$ cat src/rtl/sv39m_pkg.sv
`default_nettype none

package sv39m_pkg;

	localparam int ENTRY_W = 64;
	localparam int PPN_W = 44;
	localparam int VPN_W = 9;
	localparam int PAGE_OFS_W = 12;
	localparam int VA_BITS = 39;
	localparam int COUNT_W = 28;

	localparam logic [63:0] PAGE_BYTES = 64'd4096;
	localparam logic [PPN_W-1:0] POOL_BASE_RESET = 44'd524288;

	localparam logic REG_POOL_BASE = 1'b0;

	localparam logic [1:0] LVL_ROOT = 2'd2;
	localparam logic [1:0] LVL_MID = 2'd1;
	localparam logic [1:0] LVL_LEAF = 2'd0;

	typedef enum logic [2:0] {
		ST_OK = 3'd0,
		ST_MISALIGNED = 3'd1,
		ST_VA_RANGE = 3'd2,
		ST_POOL_FULL = 3'd3,
		ST_REMAP = 3'd4
	} status_t;

	typedef struct packed {
		logic [63:0] virtual_address;
		logic [55:0] physical_address;
		logic [39:0] region_size;
		logic [7:0] permissions;
	} map_req_t;

	typedef struct packed {
		status_t status;
		logic [COUNT_W-1:0] pages_mapped;
	} map_rsp_t;

	typedef struct packed {
		logic [63:0] op_a;
		logic [63:0] op_b;
		logic sub;
	} alu_req_t;

	typedef enum logic [3:0] {
		S_CLEAR,
		S_IDLE,
		S_LAST,
		S_CHECK,
		S_READ,
		S_EVAL,
		S_FOREIGN,
		S_ZERO,
		S_LINK,
		S_ADV_A,
		S_ADV_P,
		S_DONE
	} state_t;

endpackage

`default_nettype wire

$ cat src/rtl/sv39m_ctrl.sv
`default_nettype none

module sv39m_ctrl #(
	parameter int POOL_PAGES = 64,
	localparam int PAGE_W = (POOL_PAGES > 1) ? $clog2(POOL_PAGES) : 1,
	localparam int ADDR_W = PAGE_W + 9
) (
	input  wire                             clk,
	input  wire                             arst_n,
	input  wire                             start,
	output logic                            busy,
	input  wire  sv39m_pkg::map_req_t       req,
	output logic                            done,
	output sv39m_pkg::map_rsp_t             rsp,
	input  wire  [sv39m_pkg::PPN_W-1:0]     pool_base,
	output logic                            mem_we,
	output logic                            mem_re,
	output logic [ADDR_W-1:0]               mem_addr,
	output logic [sv39m_pkg::ENTRY_W-1:0]   mem_wdata,
	input  wire  [sv39m_pkg::ENTRY_W-1:0]   mem_rdata,
	output sv39m_pkg::alu_req_t             alu_req,
	input  wire  [63:0]                     alu_y
);
	import sv39m_pkg::*;

	localparam int DEPTH = POOL_PAGES * 512;
	localparam int NF_W = $clog2(POOL_PAGES + 1);

	state_t state_q, state_d;

	logic [NF_W-1:0]    nf_q;
	logic [ADDR_W-1:0]  clr_q;

	logic [63:0]        a_q;
	logic [63:0]        last_q;
	logic [63:0]        tmp_q;
	logic [PPN_W-1:0]   ppn_q;
	logic [7:0]         perm_q;
	logic [COUNT_W-1:0] count_q;
	status_t            status_q;
	logic [PAGE_W-1:0]  page_q;
	logic [PAGE_W-1:0]  np_q;
	logic [1:0]         level_q;
	logic [ADDR_W-1:0]  slot_q;

	logic [VPN_W-1:0]   vpn_sel;
	logic               e_valid;
	logic               is_leaf;
	logic               pool_full;
	logic               foreign_bad;
	logic               misaligned;
	logic               va_bad;
	logic               at_last;

	assign e_valid = mem_rdata[0];
	assign is_leaf = (level_q == LVL_LEAF);
	assign pool_full = (nf_q >= NF_W'(POOL_PAGES));
	assign foreign_bad = (tmp_q[PPN_W-1:0] >= PPN_W'(POOL_PAGES));
	assign misaligned = (req.physical_address[PAGE_OFS_W-1:0] != '0);
	assign va_bad = (a_q[63:VA_BITS] != '0);
	assign at_last = (a_q == last_q);

	always_comb begin
		unique case (level_q)
			LVL_ROOT: vpn_sel = a_q[38:30];
			LVL_MID:  vpn_sel = a_q[29:21];
			default:  vpn_sel = a_q[20:12];
		endcase
	end

	// next state
	always_comb begin
		state_d = state_q;
		unique case (state_q)
			S_CLEAR: begin
				if (clr_q == ADDR_W'(DEPTH - 1)) state_d = S_IDLE;
			end
			S_IDLE: begin
				if (start) state_d = misaligned ? S_DONE : S_LAST;
			end
			S_LAST:  state_d = S_CHECK;
			S_CHECK: state_d = va_bad ? S_DONE : S_READ;
			S_READ:  state_d = S_EVAL;
			S_EVAL: begin
				if (is_leaf) begin
					if (e_valid || at_last) state_d = S_DONE;
					else state_d = S_ADV_A;
				end else if (e_valid) begin
					state_d = S_FOREIGN;
				end else if (pool_full) begin
					state_d = S_DONE;
				end else begin
					state_d = S_ZERO;
				end
			end
			S_FOREIGN: state_d = foreign_bad ? S_DONE : S_READ;
			S_ZERO: begin
				if (clr_q[8:0] == 9'h1FF) state_d = S_LINK;
			end
			S_LINK:  state_d = S_READ;
			S_ADV_A: state_d = S_ADV_P;
			S_ADV_P: state_d = S_CHECK;
			S_DONE:  state_d = S_IDLE;
			default: state_d = S_IDLE;
		endcase
	end

	// outputs
	always_comb begin
		mem_we = 1'b0;
		mem_re = 1'b0;
		mem_addr = slot_q;
		mem_wdata = '0;
		alu_req = '{op_a: a_q, op_b: PAGE_BYTES, sub: 1'b0};
		unique case (state_q)
			S_CLEAR: begin
				mem_we = 1'b1;
				mem_addr = clr_q;
			end
			S_IDLE: begin
				alu_req = '{op_a: req.virtual_address,
					op_b: {24'b0, req.region_size}, sub: 1'b0};
			end
			S_LAST: begin
				alu_req = '{op_a: tmp_q, op_b: 64'd1, sub: 1'b1};
			end
			S_READ: begin
				mem_re = 1'b1;
				mem_addr = {page_q, vpn_sel};
			end
			S_EVAL: begin
				mem_we = is_leaf && !e_valid;
				mem_wdata = {10'b0, ppn_q, 2'b00, perm_q[7:1], 1'b1};
				alu_req = '{op_a: {20'b0, mem_rdata[53:10]},
					op_b: {20'b0, pool_base}, sub: 1'b1};
			end
			S_ZERO: begin
				mem_we = 1'b1;
				mem_addr = {np_q, clr_q[8:0]};
			end
			S_LINK: begin
				mem_we = 1'b1;
				mem_wdata = {10'b0, alu_y[PPN_W-1:0], 9'b0, 1'b1};
				alu_req = '{op_a: {{(64-PAGE_W){1'b0}}, np_q},
					op_b: {20'b0, pool_base}, sub: 1'b0};
			end
			S_ADV_P: begin
				alu_req = '{op_a: {20'b0, ppn_q}, op_b: 64'd1, sub: 1'b0};
			end
			default: begin
			end
		endcase
	end

	assign busy = (state_q != S_IDLE);
	assign done = (state_q == S_DONE);
	assign rsp = '{status: status_q, pages_mapped: count_q};

	always_ff @(posedge clk or negedge arst_n) begin
		if (!arst_n) begin
			state_q <= S_CLEAR;
			nf_q <= NF_W'(1);
			clr_q <= '0;
		end else begin
			state_q <= state_d;
			if (state_q == S_CLEAR || state_q == S_ZERO) begin
				clr_q <= clr_q + ADDR_W'(1);
			end else if (state_q == S_EVAL) begin
				clr_q <= '0;
			end
			if (state_q == S_EVAL && !is_leaf && !e_valid && !pool_full) begin
				nf_q <= nf_q + NF_W'(1);
			end
		end
	end

	always_ff @(posedge clk) begin
		unique case (state_q)
			S_IDLE: begin
				if (start) begin
					a_q <= {req.virtual_address[63:PAGE_OFS_W], {PAGE_OFS_W{1'b0}}};
					tmp_q <= alu_y;
					ppn_q <= req.physical_address[55:PAGE_OFS_W];
					perm_q <= req.permissions;
					count_q <= '0;
					status_q <= misaligned ? ST_MISALIGNED : ST_OK;
				end
			end
			S_LAST: begin
				last_q <= {alu_y[63:PAGE_OFS_W], {PAGE_OFS_W{1'b0}}};
			end
			S_CHECK: begin
				page_q <= '0;
				level_q <= LVL_ROOT;
				if (va_bad) status_q <= ST_VA_RANGE;
			end
			S_READ: begin
				slot_q <= mem_addr;
			end
			S_EVAL: begin
				if (is_leaf) begin
					if (e_valid) status_q <= ST_REMAP;
					else count_q <= count_q + COUNT_W'(1);
				end else if (e_valid) begin
					tmp_q <= alu_y;
				end else if (pool_full) begin
					status_q <= ST_POOL_FULL;
				end else begin
					np_q <= nf_q[PAGE_W-1:0];
				end
			end
			S_FOREIGN: begin
				if (foreign_bad) begin
					status_q <= ST_POOL_FULL;
				end else begin
					page_q <= tmp_q[PAGE_W-1:0];
					level_q <= level_q - 2'd1;
				end
			end
			S_LINK: begin
				page_q <= np_q;
				level_q <= level_q - 2'd1;
			end
			S_ADV_A: begin
				a_q <= alu_y;
			end
			S_ADV_P: begin
				ppn_q <= alu_y[PPN_W-1:0];
			end
			default: begin
			end
		endcase
	end

endmodule

`default_nettype wire

$ cat config.mk
export PLATFORM = sky130hd
export DESIGN_NAME = sv39m_ctrl
export DESIGN_NICKNAME = d
export VERILOG_FILES = /design/src/rtl/sv39m_pkg.sv /design/src/rtl/sv39m_ctrl.sv
export SDC_FILE = /design/constraint.sdc
export NUM_CORES = 1
export LEC_CHECK = 0
export BUFFER_PORTS_ARGS = -buffer_cell sky130_fd_sc_hd__buf_2
export CAP_MARGIN = 20
export CORE_AREA = 2 2 231 233
export CTS_CLUSTER_DIAMETER = 60
export CTS_CLUSTER_SIZE = 20
export DETAILED_ROUTE_END_ITERATION = 8
export DIE_AREA = 0 0 233 235
export PLACE_DENSITY_LB_ADDON = 0.12
export SKIP_LAST_GASP = 1
export SYNTH_ARGS = -nofsm -noshare
export SYNTH_HDL_FRONTEND = slang
export SYNTH_SLANG_ARGS = --single-unit
$ cat constraint.sdc
create_clock -name clk -period 8.6 [get_ports clk]
set_clock_uncertainty 0.1 [all_clocks]
set_input_delay 1.72 -clock clk [delete_from_list [all_inputs] [get_ports clk]]
set_output_delay 1.72 -clock clk [all_outputs]
set_load 0.02 [all_outputs]
==> qor.yml, run 1 <==
fin_util: 0.398
top_usage_layer: "met2"
timing_worst_slew_pin_value_ps: 1140
die_y_um: 235
dpl.hpwl_mm: 47.3
dp.cells: 2478
rsz0062_at_grt: "no"
wl_per_cell_um: 25.1
via_count: 13609
cts_tree: "yes"
min_path_cells: 0
worst_ir_drop_vdd_v: 0.000116
synth_area_leaders: "edfxtp_1 54%, mux2_2 6.6%, a22oi_1 4.8%"
synth-edff-count: 291
avgSynthCellArea_um2: 12.3
maxCapViolCount: 0
syn2layout_area_growth_pct: 27.3
clockBufferDepth: 3
fin_cells: 2547
drive_gt1_frac: 0.392
grt_max_degree: 89
worstHoldPathType: "register to register"
finalMaxSlewViolations: 0
cts_setup_buffers: 0
nNetsFinal: 2178
grt.overflow.total: 0
gr-usage-met2: 0.347
cts_root_buffer: "clkbuf_16"
synthArstFlopShare: 0.0820
antenna_found_initial: 8
clk_latency_ps: 560
slew_headroom: 0.238
critPathMaxFanout: 37
place.gp.congestion: 0.996
fp.coreArea_mm2: 0.0522
dr.first_iter.drc_count: 1306
ys.flop_type: "edfxtp_1"
setup_violations: 0
io_pins: 586
ctsHoldBuffers: 0
clk_pin_slew_ps: 80
use_met3: 0.0465
p_per_area_mw_per_mm2: 165
p_total_w: 0.00342
drt-pass1-iter-count: 5
status: "finished, final reports clean"
portBuffers: 533
synth_top_area_share: 0.535
cts_sinks: 317
crit_required_ps: 6780
max_freq_mhz: 171
numCtsBuffers: 35
grt_util_all_layers: 0.226
grt.met1_usage: 0.324
yosysTopAreaCell: "edfxtp_1"
fin_setup_tns_ps: 0
dp_slack_ps: 3290
grt_pass1_vias: 13427
r2r_cells: 5
endpoint_kind: "primary output"
start_util: 0.313
die-area_mm2: 0.0548
rows: 84
timing.final.crit_period_ps: 5860
cp-start-kind: "register"
synth_cells: 1332
antenna_left: 0
crit_arrival_ps: 4040
layout_setup_ws_ps: 2740
drc_errors: 0
path_class: "register to primary output"
finalHoldViolCount: 0
drt-total-wl_mm: 64.0
cts-htree-levels: 2
synth.cell_area_mm2: 0.0163
yosysSeqAreaShare: 0.575
grt_pass1_wl_mm: 91.9
synth_common_cells: "291 x edfxtp_1, 105 x nor2_1, 104 x a22oi_1, 96 x mux2_2, 88 x a22o_1"
cts_resized: 0
vias_per_cell: 5.34
yosysMostFrequentCell: "edfxtp_1"
die-width_um: 233
p_leak_nw: 8.09
ys_ff_latch: 317
yosys_warnings: 0
synth_cell_types: 57
finalCritPeriodShare: 0.681
-- layout by cell type (no fill, tap or decap), types with 8 or more instances in the layout --
| cell type | n |
|---|---|
| and2_1 | 13 |
| nand2_1 | 56 |
| inv_1 | 34 |
| buf_2 | 533 |
| a222oi_1 | 29 |
| mux2i_1 | 8 |
| clkbuf_16 | 36 |
| ha_1 | 8 |
| o21ai_0 | 41 |
| nor2_1 | 104 |
| a22o_1 | 88 |
| buf_4 | 18 |
| edfxtp_1 | 291 |
| nor3_1 | 8 |
| nor4_1 | 30 |
| and3_1 | 24 |
| nand3_1 | 16 |
| dfrtp_1 | 25 |
| nand4_1 | 28 |
| a22oi_1 | 104 |
| a31oi_1 | 47 |
| mux2_2 | 96 |
| a21oi_1 | 19 |
| conb_1 | 32 |
| xnor2_1 | 74 |
-- power breakdown --
part,switching [W],internal (W)
sequential,0.000000504,0.00168
clock,0.000737,0.000870
combinational,0.0000733,0.0000697
total,0.000811,0.00261
-- registers in the layout, indices dropped and copies added (netlist names) --
signal	flops
a_q	64
tmp_q	64
last_q	52
ppn_q	44
count_q	28
clr_q	15
slot_q	15
nf_q	7
perm_q	7
np_q	6
page_q	6
state_q	4
status_q	3
level_q	2
-- worst paths after layout --
kind,start,to,slack (ps)
setup / recovery,state_q[3],alu_req[107],2740
hold / removal,nf_q[1],np_q[1],390
setup reg to reg,state_q[0],tmp_q[4],4200
hold reg to reg,nf_q[1],np_q[1],390
max in group asynchronous,arst_n,state_q[2],6880
min in group asynchronous,arst_n,clr_q[5],1080
-- cells by family (layout without fill, tap and decap cells) --
logic type,count (synthesis),after routing,share of synthesized area
fa+ha+maj,8,8,0.00613
buf+inv,159,649,0.0479
flops,317,317,0.575
mux,104,104,0.0711
xor+xnor,80,80,0.0429
simple gates,316,316,0.0982
compound gates,347,347,0.159
other cells,1,38,0.000230
-- metrics by stage --
stage | instance area [µm²] | hold slack, ps
2_1_floorplan | 16400 | 359
3_3_place_gp | 19500 | 389
3_5_place_dp | 19600 | 385
4_1_cts | 20800 | 398
5_1_grt | 20800 | 409
6_report | 20800 | 394
-- layer usage --
metal / vias up / part of all wire
met4: 8 / 0.021
met2: 531 / 0.46
li1: 6160 / -
met3: 77 / 0.068
met1: 6833 / 0.45
met5: - / 0.00069
-- worst max-delay path: stages (launching register included) --
cell and delay (ps):
dfrtp_1 890, nand2b_1 500, nor2_4 810, buf_4 550, a22oi_1 120, a31oi_1 350
buf_2 240
-- area by class of cell --
class	instances	area, µm²
clock buffers	37	905
repair buffers	552	2830
multi-input cells	887	6350
flip-flops and latches	317	9390
fillers	5145	31400
well taps	688	861
diodes	6	15.0
clock inverters	26	317
inverters	34	128
No activity file was read; power rests on OpenSTA's default activity.
==> inputs of run 2 (changes only) <==
ABC_AREA = 1   (was not set)
CORE_AREA = 2 2 227 229   (was 2 2 231 233)
DIE_AREA = 0 0 229 231   (was 0 0 233 235)
clock period = 5.2 ns   (was 8.6 ns; I/O delays follow)
==> run 2 against run 1 <==
Effect of this change: sequential power grew 65%; sequential share of layout area is 1.2 points lower; worst hold slack worse by 20 ps; largest power group unchanged.
==> qor.yml, run 2 <==
ctsHoldBuffers: 0  # unchanged
status: "finished, final reports clean"
mostFrequentLayoutCell: "buf_2"
maxCapViolCount: 0  # unchanged
drive_gt1_frac: 0.280  # -0.112
worst_ir_drop_vdd_v: 0.000199  # +72%
die_y_um: 231  # -1.7%
clk_latency_ps: 550  # about the same
antenna_left: 0  # unchanged
cts_root_buffer: "clkbuf_16"
dp.cells: 2978  # +20%
setup_violations: 0  # unchanged
synthArstFlopShare: 0.0820  # unchanged
grt_util_all_layers: 0.229  # +0.00313
yosysSeqAreaShare: 0.559  # -0.0156
worstHoldPathType: "register to register"
fin_area_mm2: 0.0214  # +2.7%
synth-edff-count: 291  # unchanged
grt_pass1_vias: 14494  # +7.9%
critPathMaxFanout: 35  # -5.4%
clockBufferDepth: 3  # unchanged
min_path_cells: 0  # unchanged
yosysMostFrequentCell: "nand2_1"
drc_errors: 0  # unchanged
synth_top_area_share: 0.521  # -0.0145
fin_util: 0.421  # +0.0232
avgSynthCellArea_um2: 9.20  # -25%
fp.coreArea_mm2: 0.0507  # -3.0%
clk_pin_slew_ps: 70  # about the same
p_per_area_mw_per_mm2: 266  # +61%
max_freq_mhz: 216
grt_pass1_wl_mm: 91.2  # -0.80%
syn2layout_area_growth_pct: 27.2  # about the same
fin_setup_tns_ps: 0  # unchanged
p_total_w: 0.00567  # +66%
dr.first_iter.drc_count: 1180  # -9.6%
cp-start-kind: "register"
crit_chain: "inv_1, nor2_1, nand2_2, inv_1, nor2_2, nand3_2, buf_4, inv_2, buf_4, nand2_1, nand2_1, buf_2"
grt.overflow.total: 0  # unchanged
r2r_cells: 8  # +3
path_class: "register to primary output"
cts_resized: 0  # unchanged
p_leak_nw: 9.95  # +23%
crit_arrival_ps: 3500  # -540 ps
reg_top3: "a_q (64), tmp_q (64), last_q (52)"
cts_setup_buffers: 0  # unchanged
dpl_cell_area_mm2: 0.0201  # +2.7%
crit_required_ps: 4060  # -2720 ps
grt_max_degree: 82  # -7.9%
numCtsBuffers: 34  # -2.9%
slew_headroom: 0.260  # +0.0215
dpl.hpwl_mm: 46.4  # -1.9%
cts_sinks: 317  # unchanged
drt-pass1-iter-count: 5  # unchanged
yosys_warnings: 0  # unchanged
drt-total-wl_mm: 62.9  # -1.7%
io_pins: 586  # unchanged
wl_per_cell_um: 20.6  # -18%
synth_cells: 1825  # +37%
final_cell_mix: "533 x buf_2, 403 x nand2_1, 291 x edfxtp_1"
die-width_um: 229  # -1.7%
timing_worst_slew_pin_value_ps: 1110  # -32.2 ps
cp_slowest_stage_delay_ps: 610  # -280 ps
vias_per_cell: 4.99  # -6.6%
portBuffers: 533  # unchanged
synth_cell_types: 46  # -19%
fin_cells: 3053  # +20%
start_util: 0.331  # +0.0186
fill_cells: 5151  # +0.12%
ys.flop_type: "edfxtp_1"
synth_common_cells: "407 x nand2_1, 291 x edfxtp_1, 288 x inv_1, 165 x nor2_1, 123 x o21ai_0"
finalMaxSlewViolations: 0  # unchanged
nNetsFinal: 2686  # +23%
synth_area_leaders: "edfxtp_1 52%, nand2_1 9.1%, inv_1 6.4%"
yosysTopAreaCell: "edfxtp_1"
cts-htree-levels: 2  # unchanged
via_count: 15237  # +12%
rsz0062_at_grt: "no"
rows: 83  # -1.2%
antenna_found_initial: 23  # +15
ys_ff_latch: 317  # unchanged
cts_tree: "yes"
die-area_mm2: 0.0529  # -3.4%
slowest_stage: "inv_2"
finalCritPeriodShare: 0.892
synth.cell_area_mm2: 0.0168  # +2.8%
finalHoldViolCount: 0  # unchanged
place.gp.congestion: 0.858  # -14%
endpoint_kind: "primary output"
timing.final.crit_period_ps: 4640
[run 2: final cells by class]
cell class              count  area [µm²]  area share
diodes                     12        30.0     0.00141
inverters                 296        1110      0.0522
clock buffers              40         937      0.0439
flip-flops and latches    317        9390       0.440
repair buffers            554        2860       0.134
well taps                 680         851      0.0398
multi-input cells        1132        5890       0.276
clock inverters            22         275      0.0129
[run 2: worst paths after layout]
check	slack (ps)	start	end
min in group asynchronous	410	arst_n	clr_q[1]
worst min register to register	370	nf_q[5]	np_q[5]
max in group asynchronous	4160	arst_n	nf_q[1]
worst min-delay path	370	nf_q[5]	np_q[5]
worst max-delay path	560	state_q[3]	alu_req[101]
worst max register to register	1640	state_q[3]	tmp_q[49]
[run 2: worst max-delay path, delay by kind of cell (launching register included)]
family                 cells  cell delay, ps
buffers and inverters      6            1580
and+or+nand+nor            6             920
DFF                        1             400
[run 2: power by group]
part	internal [W]	leakage, nW	switching, W
Sequential	0.00277	2.99	0
Combinational	0.000107	6.36	0.000121
Clock	0.00156	0.592	0.00111
Total	0.00444	9.95	0.00123
[run 2: logic make-up (layout without fill, tap and decap cells)]
| logic type | count (synthesis) | in the layout | synth area share |
|---|---|---|---|
| and+or+nand+nor | 666 | 666 | 0.160 |
| buffers and inverters | 407 | 912 | 0.0997 |
| AOI/OAI and AO/OA | 388 | 388 | 0.152 |
| DFF | 317 | 317 | 0.559 |
| muxes | 21 | 21 | 0.0140 |
| xor gates and xnor gates | 17 | 17 | 0.00887 |
| adders and majority gates | 8 | 8 | 0.00596 |
| other | 1 | 44 | 0.000223 |
[run 2: metal layers]
metal  up-vias  GRT usage  routed length, µm
met5         -          0                113
met4        18     0.0731               1640
met3       105     0.0443               4890
met2       612      0.361              28800
met1      7263      0.318              27500
li1       7239          -                  -
[run 2: metrics by stage]
step | hold slack (ps) | setup WS [ps]
floorplan | 325 | 254
global placement | 360 | 1150
detailed placement | 361 | 1100
CTS | 376 | 479
global route | 393 | 263
finish | 374 | 561
==> inputs of run 3 (changes only) <==
--- a/config.mk
+++ b/config.mk
@@ -9,3 +9,2 @@
 export BUFFER_PORTS_ARGS = -buffer_cell sky130_fd_sc_hd__buf_2
-export CAP_MARGIN = 20
 export CORE_AREA = 2 2 227 229
--- a/constraint.sdc
+++ b/constraint.sdc
@@ -4,2 +4,2 @@
 set_output_delay 1.04 -clock clk [all_outputs]
-set_load 0.02 [all_outputs]
+set_load 0.05 [all_outputs]
==> run 3 against run 2 <==
Effect of this change: die area is the same; global-route usage about the same; clock-buffer cell count rose by 2; sequential share of layout area unchanged; critical path type unchanged; largest cell class unchanged; largest power group unchanged.
==> qor.yml, run 3 (synthesis gave the netlist of run 2 again) <==
p_per_area_mw_per_mm2: 266  # about the same
fin_util: 0.421  # unchanged
p_comb_frac: 0.045  # +0.005
dr.first_iter.drc_count: 1099  # -6.9%
rsz0062_at_grt: "no"
cts_tree: "yes"
die-width_um: 229  # unchanged
syn2layout_area_growth_pct: 27.2  # unchanged
cts-htree-levels: 2  # unchanged
power.internal_w: 0.00439  # -1.2%
setup_violations: 0  # unchanged
start_util: 0.331  # unchanged
worstHoldPathType: "register to register"
p_sw_w: 0.00129  # +4.5%
dpl.hpwl_mm: 45.9  # -1.1%
cts_sinks: 317  # unchanged
io_pins: 586  # unchanged
swShare: 0.227  # +0.00958
timing.final.crit_period_ps: 4620  # -23.2 ps
drc_errors: 0  # unchanged
mostFrequentLayoutCell: "buf_2"
crit_chain: "inv_1, nand2_2, nor2_4, buf_4, inv_2, buf_12, o22ai_1, buf_2"
die-area_mm2: 0.0529  # unchanged
cts_setup_buffers: 0  # unchanged
ctsHoldBuffers: 0  # unchanged
place.gp.congestion: 0.861  # +0.37%
endpoint_kind: "primary output"
p_leak_nw: 9.94  # about the same
antenna_found_initial: 25  # +8.7%
nNetsFinal: 2684  # -0.074%
grt_pass1_wl_mm: 90.6  # -0.62%
via_count: 15130  # -0.70%
slew_headroom: 0.142  # -0.118
fin_setup_tns_ps: 0  # unchanged
cts_root_buffer: "clkbuf_16"
finalMaxSlewViolations: 0  # unchanged
grt_pass1_vias: 14187  # -2.1%
cts_resized: 0  # unchanged
finalHoldViolCount: 0  # unchanged
seq_power_share: 0.488  # about the same
clockPowerShare: 0.467  # -0.005
grt.overflow.total: 0  # unchanged
max_freq_mhz: 217  # +0.50%
clk_pin_slew_ps: 60  # about the same
drt-pass1-iter-count: 5  # unchanged
cp_slowest_stage_delay_ps: 780  # +170 ps
crit_required_ps: 4060  # about the same
drt-total-wl_mm: 63.0  # +0.13%
critPathMaxFanout: 72  # +110%
wl_per_cell_um: 20.6  # about the same
clk_latency_ps: 550  # about the same
worst_ir_drop_vdd_v: 0.000175  # -12%
grt_util_all_layers: 0.229  # about the same
drive_gt1_frac: 0.281  # +0.000661
maxCapViolCount: 0  # unchanged
clockBufferDepth: 3  # unchanged
reg_top3: "a_q (64), tmp_q (64), last_q (52)"
fin_cells: 3055  # +0.066%
holdWs_ps: 376  # +2.27 ps
finalCritPeriodShare: 0.888  # -0.00447
timing_worst_slew_pin_value_ps: 1290  # +176 ps
rows: 83  # unchanged
numCtsBuffers: 35  # +2.9%
die_y_um: 231  # unchanged
final_cell_mix: "533 x buf_2, 403 x nand2_1, 291 x edfxtp_1"
dp.cells: 2976  # -0.067%
antenna_left: 0  # unchanged
vias_per_cell: 4.95  # -0.77%
cp-start-kind: "register"
path_class: "register to primary output"
fp.coreArea_mm2: 0.0507  # unchanged
slowest_stage: "buf_4"
grt_max_degree: 73  # -11%
status: "finished, final reports clean"
crit_arrival_ps: 3480  # -20 ps
portBuffers: 533  # unchanged
-- run 3: changes by cell type in the layout (fill, tap and decap cells not counted), moves of 2 or more --
cell	before	now
bufinv_16	5	3
clkinv_1	5	2
diode_2	12	16
buf_12	1	4
inv_6	1	6
clkbuf_8	0	2
buf_4	19	14
-- run 3: metal layers --
metal | routed length, µm | track usage | up-vias
li1 | - | - | 7251
met1 | 27100 | 0.321 | 7172
met2 | 29300 | 0.363 | 606
met3 | 5010 | 0.0385 | 89
met4 | 1530 | 0.0708 | 12
met5 | 71 | 0 | -
-- run 3: final cells by class --
| cell class | count | area (µm²) |
|---|---|---|
| fillers | 5156 | 29300 |
| flip-flops and latches | 317 | 9390 |
| multi-input cells | 1132 | 5890 |
| repair buffers | 551 | 2850 |
| inverters | 296 | 1110 |
| clock buffers | 42 | 965 |
| well taps | 680 | 851 |
| clock inverters | 21 | 243 |
| diodes | 16 | 40.0 |
-- run 3: critical path: cells and delay by family (launching register included) --
kind	cells	cell delay, ps
buffers and inverters	5	2050
AO/OA/AOI/OAI	1	200
flip-flops	1	400
AND/OR/NAND/NOR	2	230
-- run 3: path summary, 6_finish.rpt --
kind,slack [ps],startpoint,end,depth (start not counted)
max,580,state_q[3],mem_wdata[46],8
min,380,nf_q[5],np_q[5],0
max reg2reg,1800,state_q[3],tmp_q[44],7
min reg2reg,380,nf_q[5],np_q[5],0
max in group asynchronous,4170,arst_n,nf_q[1],1
min in group asynchronous,400,arst_n,clr_q[3],1
-- run 3: power groups by stage --
stage / registers, W / logic (W) / clock network (W)
final: 0.00277 / 0.000257 / 0.00265
after global routing: 0.00277 / 0.000282 / 0.00280
after detailed placement: 0.00283 / 0.000256 / 0
after global placement: 0.00283 / 0.000252 / 0
after CTS: 0.00277 / 0.000257 / 0.00271
after floorplan: 0.00283 / 0.000111 / 0
-- run 3: metrics by stage --
| stage | total power (W) | area [µm²] | setup slack (ps) |
|---|---|---|---|
| 5_1_grt | 0.00585 | 21300 | 421 |
| 6_report | 0.00567 | 21400 | 584 |
| 4_1_cts | 0.00574 | 21300 | 540 |
| 2_1_floorplan | 0.00294 | 16900 | 250 |
| 3_3_place_gp | 0.00308 | 20100 | 1140 |
| 3_5_place_dp | 0.00308 | 20100 | 1140 |
